[src/sv/rrd_pkg.sv]
// Shared types and constants for the response deframer.
package rrd_pkg;

  localparam logic [7:0] MAGIC_FIRST  = 8'hda;
  localparam logic [7:0] MAGIC_SECOND = 8'hbb;

  localparam int FRONT_DEPTH = 4;
  localparam int FRONT_PTR_W = $clog2(FRONT_DEPTH);
  localparam int FRONT_CNT_W = $clog2(FRONT_DEPTH + 1);

  localparam int RES_DEPTH = 2;
  localparam int RES_PTR_W = $clog2(RES_DEPTH);
  localparam int RES_CNT_W = $clog2(RES_DEPTH + 1);

  localparam logic [2:0] FLAGS_LAST = 3'd1;
  localparam logic [2:0] ID_LAST    = 3'd7;
  localparam logic [2:0] LEN_LAST   = 3'd3;

  typedef enum logic [2:0] {
    PH_HUNT   = 3'd0,
    PH_MAGIC2 = 3'd1,
    PH_FLAGS  = 3'd2,
    PH_ID     = 3'd3,
    PH_LEN    = 3'd4,
    PH_DATA   = 3'd5
  } phase_e;

  typedef enum logic [1:0] {
    CLS_OTHER  = 2'd0,
    CLS_MAGIC1 = 2'd1,
    CLS_MAGIC2 = 2'd2
  } byte_class_e;

  typedef struct packed {
    logic [7:0]  byte_val;
    byte_class_e cls;
  } front_item_t;

  typedef struct packed {
    logic [7:0]  data_byte;
    logic        has_data;
    logic [63:0] frame_id;
    logic        last;
  } result_t;

endpackage

[src/sv/rrd_front.sv]
// Input byte queue that tags each byte with its magic class.
module rrd_front (
  input  logic                 clk_i,
  input  logic                 rst_ni,
  input  logic                 push_i,
  input  logic [7:0]           in_byte_i,
  output logic                 full_o,
  output logic                 valid_o,
  output rrd_pkg::front_item_t item_o,
  input  logic                 take_i
);

  rrd_pkg::front_item_t mem_q [rrd_pkg::FRONT_DEPTH];
  logic [rrd_pkg::FRONT_PTR_W-1:0] wr_ptr_q, wr_ptr_d, rd_ptr_q, rd_ptr_d;
  logic [rrd_pkg::FRONT_CNT_W-1:0] cnt_q, cnt_d;
  logic                 do_push, do_pop;
  rrd_pkg::front_item_t new_item;

  assign full_o  = (cnt_q == rrd_pkg::FRONT_CNT_W'(rrd_pkg::FRONT_DEPTH));
  assign valid_o = (cnt_q != '0);
  assign do_push = push_i && !full_o;
  assign do_pop  = take_i && valid_o;
  assign item_o  = mem_q[rd_ptr_q];

  // classify on the way in so the engine compares a small code
  always_comb begin
    new_item.byte_val = in_byte_i;
    if (in_byte_i == rrd_pkg::MAGIC_FIRST) begin
      new_item.cls = rrd_pkg::CLS_MAGIC1;
    end else if (in_byte_i == rrd_pkg::MAGIC_SECOND) begin
      new_item.cls = rrd_pkg::CLS_MAGIC2;
    end else begin
      new_item.cls = rrd_pkg::CLS_OTHER;
    end
  end

  always_comb begin
    wr_ptr_d = wr_ptr_q + rrd_pkg::FRONT_PTR_W'(do_push);
    rd_ptr_d = rd_ptr_q + rrd_pkg::FRONT_PTR_W'(do_pop);
    cnt_d    = cnt_q;
    if (do_push && !do_pop) begin
      cnt_d = cnt_q + rrd_pkg::FRONT_CNT_W'(1);
    end else if (do_pop && !do_push) begin
      cnt_d = cnt_q - rrd_pkg::FRONT_CNT_W'(1);
    end
  end

  always_ff @(posedge clk_i or negedge rst_ni) begin
    if (!rst_ni) begin
      wr_ptr_q <= '0;
      rd_ptr_q <= '0;
      cnt_q    <= '0;
    end else begin
      wr_ptr_q <= wr_ptr_d;
      rd_ptr_q <= rd_ptr_d;
      cnt_q    <= cnt_d;
    end
  end

  always_ff @(posedge clk_i) begin
    if (do_push) begin
      mem_q[wr_ptr_q] <= new_item;
    end
  end

endmodule

[src/sv/rrd_engine.sv]
// Frame state machine: header parsing, id and length capture, payload tagging.
module rrd_engine (
  input  logic                 clk_i,
  input  logic                 rst_ni,
  input  logic                 front_valid_i,
  input  rrd_pkg::front_item_t front_item_i,
  output logic                 front_take_o,
  input  logic                 res_space_i,
  output logic                 res_push_o,
  output rrd_pkg::result_t     res_item_o
);

  rrd_pkg::phase_e phase_q, phase_d;
  logic [2:0]      hdr_cnt_q, hdr_cnt_d;
  logic [63:0]     id_q, id_d;
  logic [31:0]     rem_q, rem_d;
  logic            step;
  logic [7:0]      b;
  logic [31:0]     len_next;
  logic [31:0]     rem_dec;

  assign step         = front_valid_i && res_space_i;
  assign front_take_o = step;
  assign b            = front_item_i.byte_val;
  assign len_next     = {rem_q[23:0], b};
  assign rem_dec      = rem_q - 32'd1;

  // next state
  always_comb begin
    phase_d   = phase_q;
    hdr_cnt_d = hdr_cnt_q;
    id_d      = id_q;
    rem_d     = rem_q;
    if (step) begin
      case (phase_q)
        rrd_pkg::PH_MAGIC2: begin
          if (front_item_i.cls == rrd_pkg::CLS_MAGIC2) begin
            phase_d   = rrd_pkg::PH_FLAGS;
            hdr_cnt_d = '0;
          end else if (front_item_i.cls == rrd_pkg::CLS_MAGIC1) begin
            phase_d = rrd_pkg::PH_MAGIC2;
          end else begin
            phase_d = rrd_pkg::PH_HUNT;
          end
        end
        rrd_pkg::PH_FLAGS: begin
          if (hdr_cnt_q >= rrd_pkg::FLAGS_LAST) begin
            phase_d   = rrd_pkg::PH_ID;
            hdr_cnt_d = '0;
            id_d      = '0;
          end else begin
            hdr_cnt_d = hdr_cnt_q + 3'd1;
          end
        end
        rrd_pkg::PH_ID: begin
          id_d = {id_q[55:0], b};
          if (hdr_cnt_q >= rrd_pkg::ID_LAST) begin
            phase_d   = rrd_pkg::PH_LEN;
            hdr_cnt_d = '0;
            rem_d     = '0;
          end else begin
            hdr_cnt_d = hdr_cnt_q + 3'd1;
          end
        end
        rrd_pkg::PH_LEN: begin
          rem_d = len_next;
          if (hdr_cnt_q >= rrd_pkg::LEN_LAST) begin
            hdr_cnt_d = '0;
            phase_d   = (len_next == '0) ? rrd_pkg::PH_HUNT : rrd_pkg::PH_DATA;
          end else begin
            hdr_cnt_d = hdr_cnt_q + 3'd1;
          end
        end
        rrd_pkg::PH_DATA: begin
          rem_d = rem_dec;
          if (rem_dec == '0) begin
            phase_d = rrd_pkg::PH_HUNT;
          end
        end
        default: begin
          phase_d = (front_item_i.cls == rrd_pkg::CLS_MAGIC1) ? rrd_pkg::PH_MAGIC2
                                                               : rrd_pkg::PH_HUNT;
        end
      endcase
    end
  end

  // outputs
  always_comb begin
    res_push_o           = 1'b0;
    res_item_o.data_byte = '0;
    res_item_o.has_data  = 1'b0;
    res_item_o.frame_id  = id_q;
    res_item_o.last      = 1'b1;
    case (phase_q)
      rrd_pkg::PH_LEN: begin
        res_push_o = step && (hdr_cnt_q >= rrd_pkg::LEN_LAST) && (len_next == '0);
      end
      rrd_pkg::PH_DATA: begin
        res_push_o           = step;
        res_item_o.data_byte = b;
        res_item_o.has_data  = 1'b1;
        res_item_o.last      = (rem_dec == '0);
      end
      default: begin
        res_push_o = 1'b0;
      end
    endcase
  end

  always_ff @(posedge clk_i or negedge rst_ni) begin
    if (!rst_ni) begin
      phase_q   <= rrd_pkg::PH_HUNT;
      hdr_cnt_q <= '0;
      id_q      <= '0;
      rem_q     <= '0;
    end else begin
      phase_q   <= phase_d;
      hdr_cnt_q <= hdr_cnt_d;
      id_q      <= id_d;
      rem_q     <= rem_d;
    end
  end

endmodule

[src/sv/rrd_res_queue.sv]
// Result queue that holds finished items until the consumer pops them.
module rrd_res_queue (
  input  logic             clk_i,
  input  logic             rst_ni,
  input  logic             push_i,
  input  rrd_pkg::result_t item_i,
  output logic             space_o,
  input  logic             pop_i,
  output logic             empty_o,
  output rrd_pkg::result_t head_o
);

  rrd_pkg::result_t mem_q [rrd_pkg::RES_DEPTH];
  logic [rrd_pkg::RES_PTR_W-1:0] wr_ptr_q, rd_ptr_q;
  logic [rrd_pkg::RES_CNT_W-1:0] cnt_q, cnt_d;
  logic do_push, do_pop;

  assign empty_o = (cnt_q == '0);
  assign do_pop  = pop_i && !empty_o;
  // a slot frees up in the same cycle as a pop
  assign space_o = (cnt_q != rrd_pkg::RES_CNT_W'(rrd_pkg::RES_DEPTH)) || do_pop;
  assign do_push = push_i && space_o;
  assign head_o  = mem_q[rd_ptr_q];

  always_comb begin
    cnt_d = cnt_q;
    if (do_push && !do_pop) begin
      cnt_d = cnt_q + rrd_pkg::RES_CNT_W'(1);
    end else if (do_pop && !do_push) begin
      cnt_d = cnt_q - rrd_pkg::RES_CNT_W'(1);
    end
  end

  always_ff @(posedge clk_i or negedge rst_ni) begin
    if (!rst_ni) begin
      wr_ptr_q <= '0;
      rd_ptr_q <= '0;
      cnt_q    <= '0;
    end else begin
      wr_ptr_q <= wr_ptr_q + rrd_pkg::RES_PTR_W'(do_push);
      rd_ptr_q <= rd_ptr_q + rrd_pkg::RES_PTR_W'(do_pop);
      cnt_q    <= cnt_d;
    end
  end

  always_ff @(posedge clk_i) begin
    if (do_push) begin
      mem_q[wr_ptr_q] <= item_i;
    end
  end

endmodule

[src/sv/rpc_response_deframer_core.sv]
// Top level of the response frame deframer.
//
//   channel   direction  handshake          payload
//   input     in         push_i / full_o    in_byte_i
//   result    out        pop_i / empty_o    data_byte_o, has_data_o, frame_id_o, last_o
//
// Sustained rate is one byte per cycle while results are popped: the engine steps once
// per byte and the result queue frees a slot in the same cycle it is popped.
// An accepted byte is registered in the front queue; the engine steps on it at the head of
// that queue and writes the result queue, whose head drives the result ports.
// Reset clears both queues and returns the engine to hunting for the first magic byte.
// When results are not popped the engine holds once the two-entry result queue fills;
// the four-entry front queue then absorbs bytes until full_o rises.
module rpc_response_deframer_core (
  input  logic        clk_i,
  input  logic        rst_ni,
  input  logic        push_i,
  output logic        full_o,
  input  logic [7:0]  in_byte_i,
  output logic        empty_o,
  input  logic        pop_i,
  output logic [7:0]  data_byte_o,
  output logic        has_data_o,
  output logic [63:0] frame_id_o,
  output logic        last_o
);

  logic                 front_valid;
  logic                 front_take;
  rrd_pkg::front_item_t front_item;
  logic                 res_space;
  logic                 res_push;
  rrd_pkg::result_t     res_item;
  rrd_pkg::result_t     res_head;

  // front: take bytes and tag magic codes
  rrd_front u_front (
    .clk_i     (clk_i),
    .rst_ni    (rst_ni),
    .push_i    (push_i),
    .in_byte_i (in_byte_i),
    .full_o    (full_o),
    .valid_o   (front_valid),
    .item_o    (front_item),
    .take_i    (front_take)
  );

  // back: advance the frame state one byte per step, hold while no result slot
  rrd_engine u_engine (
    .clk_i         (clk_i),
    .rst_ni        (rst_ni),
    .front_valid_i (front_valid),
    .front_item_i  (front_item),
    .front_take_o  (front_take),
    .res_space_i   (res_space),
    .res_push_o    (res_push),
    .res_item_o    (res_item)
  );

  // result queue: decouple the engine from the consumer
  rrd_res_queue u_res_queue (
    .clk_i   (clk_i),
    .rst_ni  (rst_ni),
    .push_i  (res_push),
    .item_i  (res_item),
    .space_o (res_space),
    .pop_i   (pop_i),
    .empty_o (empty_o),
    .head_o  (res_head)
  );

  assign data_byte_o = res_head.data_byte;
  assign has_data_o  = res_head.has_data;
  assign frame_id_o  = res_head.frame_id;
  assign last_o      = res_head.last;

endmodule

[config.mk]
export PLATFORM = sky130hd
export DESIGN_NAME = rpc_response_deframer_core
export DESIGN_NICKNAME = d
export VERILOG_FILES = /design/src/sv/rrd_pkg.sv /design/src/sv/rrd_front.sv /design/src/sv/rrd_engine.sv /design/src/sv/rrd_res_queue.sv /design/src/sv/rpc_response_deframer_core.sv
export SDC_FILE = /design/constraint.sdc
export NUM_CORES = 1
export LEC_CHECK = 0
export ABC_AREA = 1
export BUFFER_PORTS_ARGS = -buffer_cell sky130_fd_sc_hd__buf_4
export CORE_MARGIN = 1
export CORE_UTILIZATION = 40
export CTS_CLUSTER_SIZE = 24
export DETAILED_ROUTE_END_ITERATION = 16
export HOLD_SLACK_MARGIN = 0.03
export PLACE_DENSITY_LB_ADDON = 0.3
export SYNTH_ARGS = -nofsm -noshare
export SYNTH_HDL_FRONTEND = slang
export SYNTH_SLANG_ARGS = --single-unit
[constraint.sdc]
create_clock -name clk_i -period 9.9 [get_ports clk_i]
set_input_delay 0.495 -clock clk_i [delete_from_list [all_inputs] [get_ports clk_i]]
set_output_delay 0.495 -clock clk_i [all_outputs]
set_load 0.01 [all_outputs]
==> results.toml <==
[floorplan]
ios = 88
core-area_um2 = 31600
start_util = 0.406
die_h_um = 181
rows = 65
dieArea_um2 = 32800
fp.dieW_um = 181

[setup_path]
critical_path_arrival_ns = 4.37
cp_max_fo = 74
setup.worst_path.end_class = "register"
start_kind = "register"
required_ns = 10.08
critical_path_class = "reg2reg"

[final_layout]
fin_cells = 1750
design_area_um2 = 14900
fillCellCount = 2867
drive_above_1_share = 0.132
layout.area.seq_um2 = 8470
nets = 1348
diodes = 0
area_growth_pct = 16.5
multi_input_comb_area_um2 = 3730

[power_and_ir_drop]
sw_frac_of_total = 0.390
internal-power_mw = 2.97
power_density_nw_per_um2 = 326
combPwrFrac = 0.362
clockPowerShare = 0.244
peakVddDrop_v = 0.000179
p_seq_frac = 0.394
design_power_total_mw = 4.87
switchingPower_mw = 1.90
p_leak_nw = 6.32

[hold_path]
min_path_type = "in2async"

[outcome]
status = "finished with violations"
failed_checks = "DRC"

[detailed_routing]
vias = 8987
drc = 2
dr.pass1.iters = 11
drtIter0Drc = 785
wl_per_cell_um = 17.2
wirelength_um = 30000
drtAntennaViolNets = 0
via_per_inst = 5.14

[yosys]
synth_fp_nets = 1268
synth_cell_types = 37
synth_area_leaders = "edfxtp_1, dfrtp_1, nand2_1"
ys_seq_elements = 301
ys_warn_count = 0
postSynthCellCount = 1243
ys_seq_area_frac = 0.661
yosysTopAreaCell = "edfxtp_1"
yosysTopAreaCellShare = 0.441
synth_area_um2 = 12800
synth_area_per_cell_um2 = 10.3

[global_routing]
grt_pass1_wl_um = 48100
grt_max_degree = 75
grt_pass1_vias = 8768
grt_usage = 0.185
antenna_found_initial = 0
grt-ovfl-total = 0

[placement]
place_area_um2 = 13900
port_buffers = 87
post-dp-hpwl_um = 19200
place_congestion = 0.866
dp.cells = 1692

[flow_run]
drv_cap = 0

[sta]
worst_hold_slack_ns = 0.0623
period_minus_slack_ns = 4.19
finalCritPeriodShare = 0.423
tightest_slew_ns = 1.13
finalHoldViolCount = 0
setup_viol = 0
max_freq_mhz = 239
slew_headroom = 0.245
slew_violations = 0
skew_ns = 0.0193
grt_setup_unrepaired = "false"
tns_ns = 0

[clock_network]
numCtsBuffers = 31
path_clk_slew_ns = 0.07
cts_setup_buffers = 0
cts_tree = "done"
cts.hold.buffers_added = 0
cts.htree.levels = 1
clkSinkCount = 301
cts_resized = 0
clockRootBuffer = "clkbuf_16"
clkLatencyLatePin_ns = 0.57
cts_buffer_depth = 3
cells by family (layout without fill, tap and decap cells):
kind of cell             count (synthesis)  after routing  synth area share
buffers and inverters                  171            276            0.0519
AND/OR/NAND/NOR                        564            564             0.179
AO/OA/AOI/OAI                          179            179            0.0836
flip-flops                             301            301             0.661
multiplexers                             1              1          0.000879
XOR/XNOR                                14             14            0.0102
adder cells (fa/ha/maj)                 13             13            0.0133
final timing paths:
path	startpoint	endpoint	slack [ns]	cells after the start
max	u_front.rd_ptr_q[0]	u_res_queue.mem_q[1][51]	5.71	9
min	rst_ni	u_engine.rem_q[26]	0.06	1
max reg2reg	u_front.rd_ptr_q[0]	u_res_queue.mem_q[1][51]	5.71	9
min reg2reg	u_engine.id_q[16]	u_res_queue.mem_q[0][17]	0.46	0
max in group asynchronous	rst_ni	u_res_queue.rd_ptr_q	8.64	2
min in group clk_i	in_byte_i[2]	u_front.mem_q[0][4]	0.14	1
cells in the final DEF (no fill, tap or decap), drive strengths merged, types with 7 or more instances in the layout:
cell type  synthesis  routed
nor2             121     121
nor3               7       7
ha                12      12
edfxtp           188     188
a21oi             30      30
nand2            392     392
o22ai             64      64
clkinv             1       7
inv              122     125
xor2              11      11
o21ai             54      54
buf               15      95
nand3             30      30
dfrtp            113     113
a22oi             17      17
clkbuf            33      43
power by group through the flow:
stage | Sequential, mW | Clock [mW] | Combinational, mW
after floorplan | 1.85 | 0 | 1.21
after global placement | 1.92 | 0 | 1.74
after detailed placement | 1.94 | 0 | 1.77
after CTS | 1.92 | 1.21 | 1.78
after global routing | 1.96 | 1.26 | 1.98
final | 1.92 | 1.19 | 1.76
sequential cells by signal, summed over array words and instances, names as in the netlist:
| name | flops |
|---|---|
| u_front.rd_ptr_q | 2 |
| u_front.mem_q | 40 |
| u_res_queue.mem_q | 148 |
| u_engine.rem_q | 32 |
| u_res_queue.wr_ptr_q | 1 |
| u_front.wr_ptr_q | 2 |
| u_res_queue.rd_ptr_q | 1 |
| u_engine.id_q | 64 |
| u_engine.phase_q | 3 |
| u_res_queue.cnt_q | 2 |
| u_front.cnt_q | 3 |
| u_engine.hdr_cnt_q | 3 |
metal layers:
layer  routed length (um)  track usage  share of wire  vias up
met3                 1450       0.0238          0.048       50
met1                13500        0.259           0.45     4347
met2                14400        0.304           0.48      252
met5                    0            0              0        -
met4                  745       0.0542          0.025        0
li1                     -            -              -     4338
cells in the mapped netlist, drive strengths merged:
master / count
a21oi: 30
a221oi: 4
a22oi: 17
a32o: 3
and2: 2
buf: 15
clkbuf: 33
clkinv: 1
dfrtp: 113
edfxtp: 188
fa: 1
ha: 12
inv: 122
mux2: 1
nand2: 392
nand3: 30
nand3b: 4
nand4: 6
nor2: 121
nor3: 7
nor4: 2
o21ai: 54
o22a: 4
o22ai: 64
o31ai: 3
xnor2: 3
xor2: 11
worst max-delay path: stages (launching register included):
cell      delay [ns]
dfrtp_1         0.74
inv_1           0.45
o21ai_0         0.29
o22a_1          0.26
nand2_1         0.09
nor3_1          0.15
nand3_1         0.12
nand3b_1        0.18
a21oi_1         0.47
ha_4            0.94
metrics by stage:
stage	util	setup slack, ns
floorplan	-	5.97
global placement	0.440	6.00
detailed placement	0.440	5.77
CTS	0.473	5.73
global route	0.473	5.43
finish	0.473	5.71
final cells by class:
cell class | instances | share of cell area
Multi-Input combinational cell | 771 | 0.250
Tap cell | 402 | 0.0337
Sequential cell | 301 | 0.568
Clock buffer | 43 | 0.0583
Timing Repair Buffer | 95 | 0.0478
Clock inverter | 15 | 0.0120
Inverter | 123 | 0.0309
No activity file was read; power rests on OpenSTA's default activity.
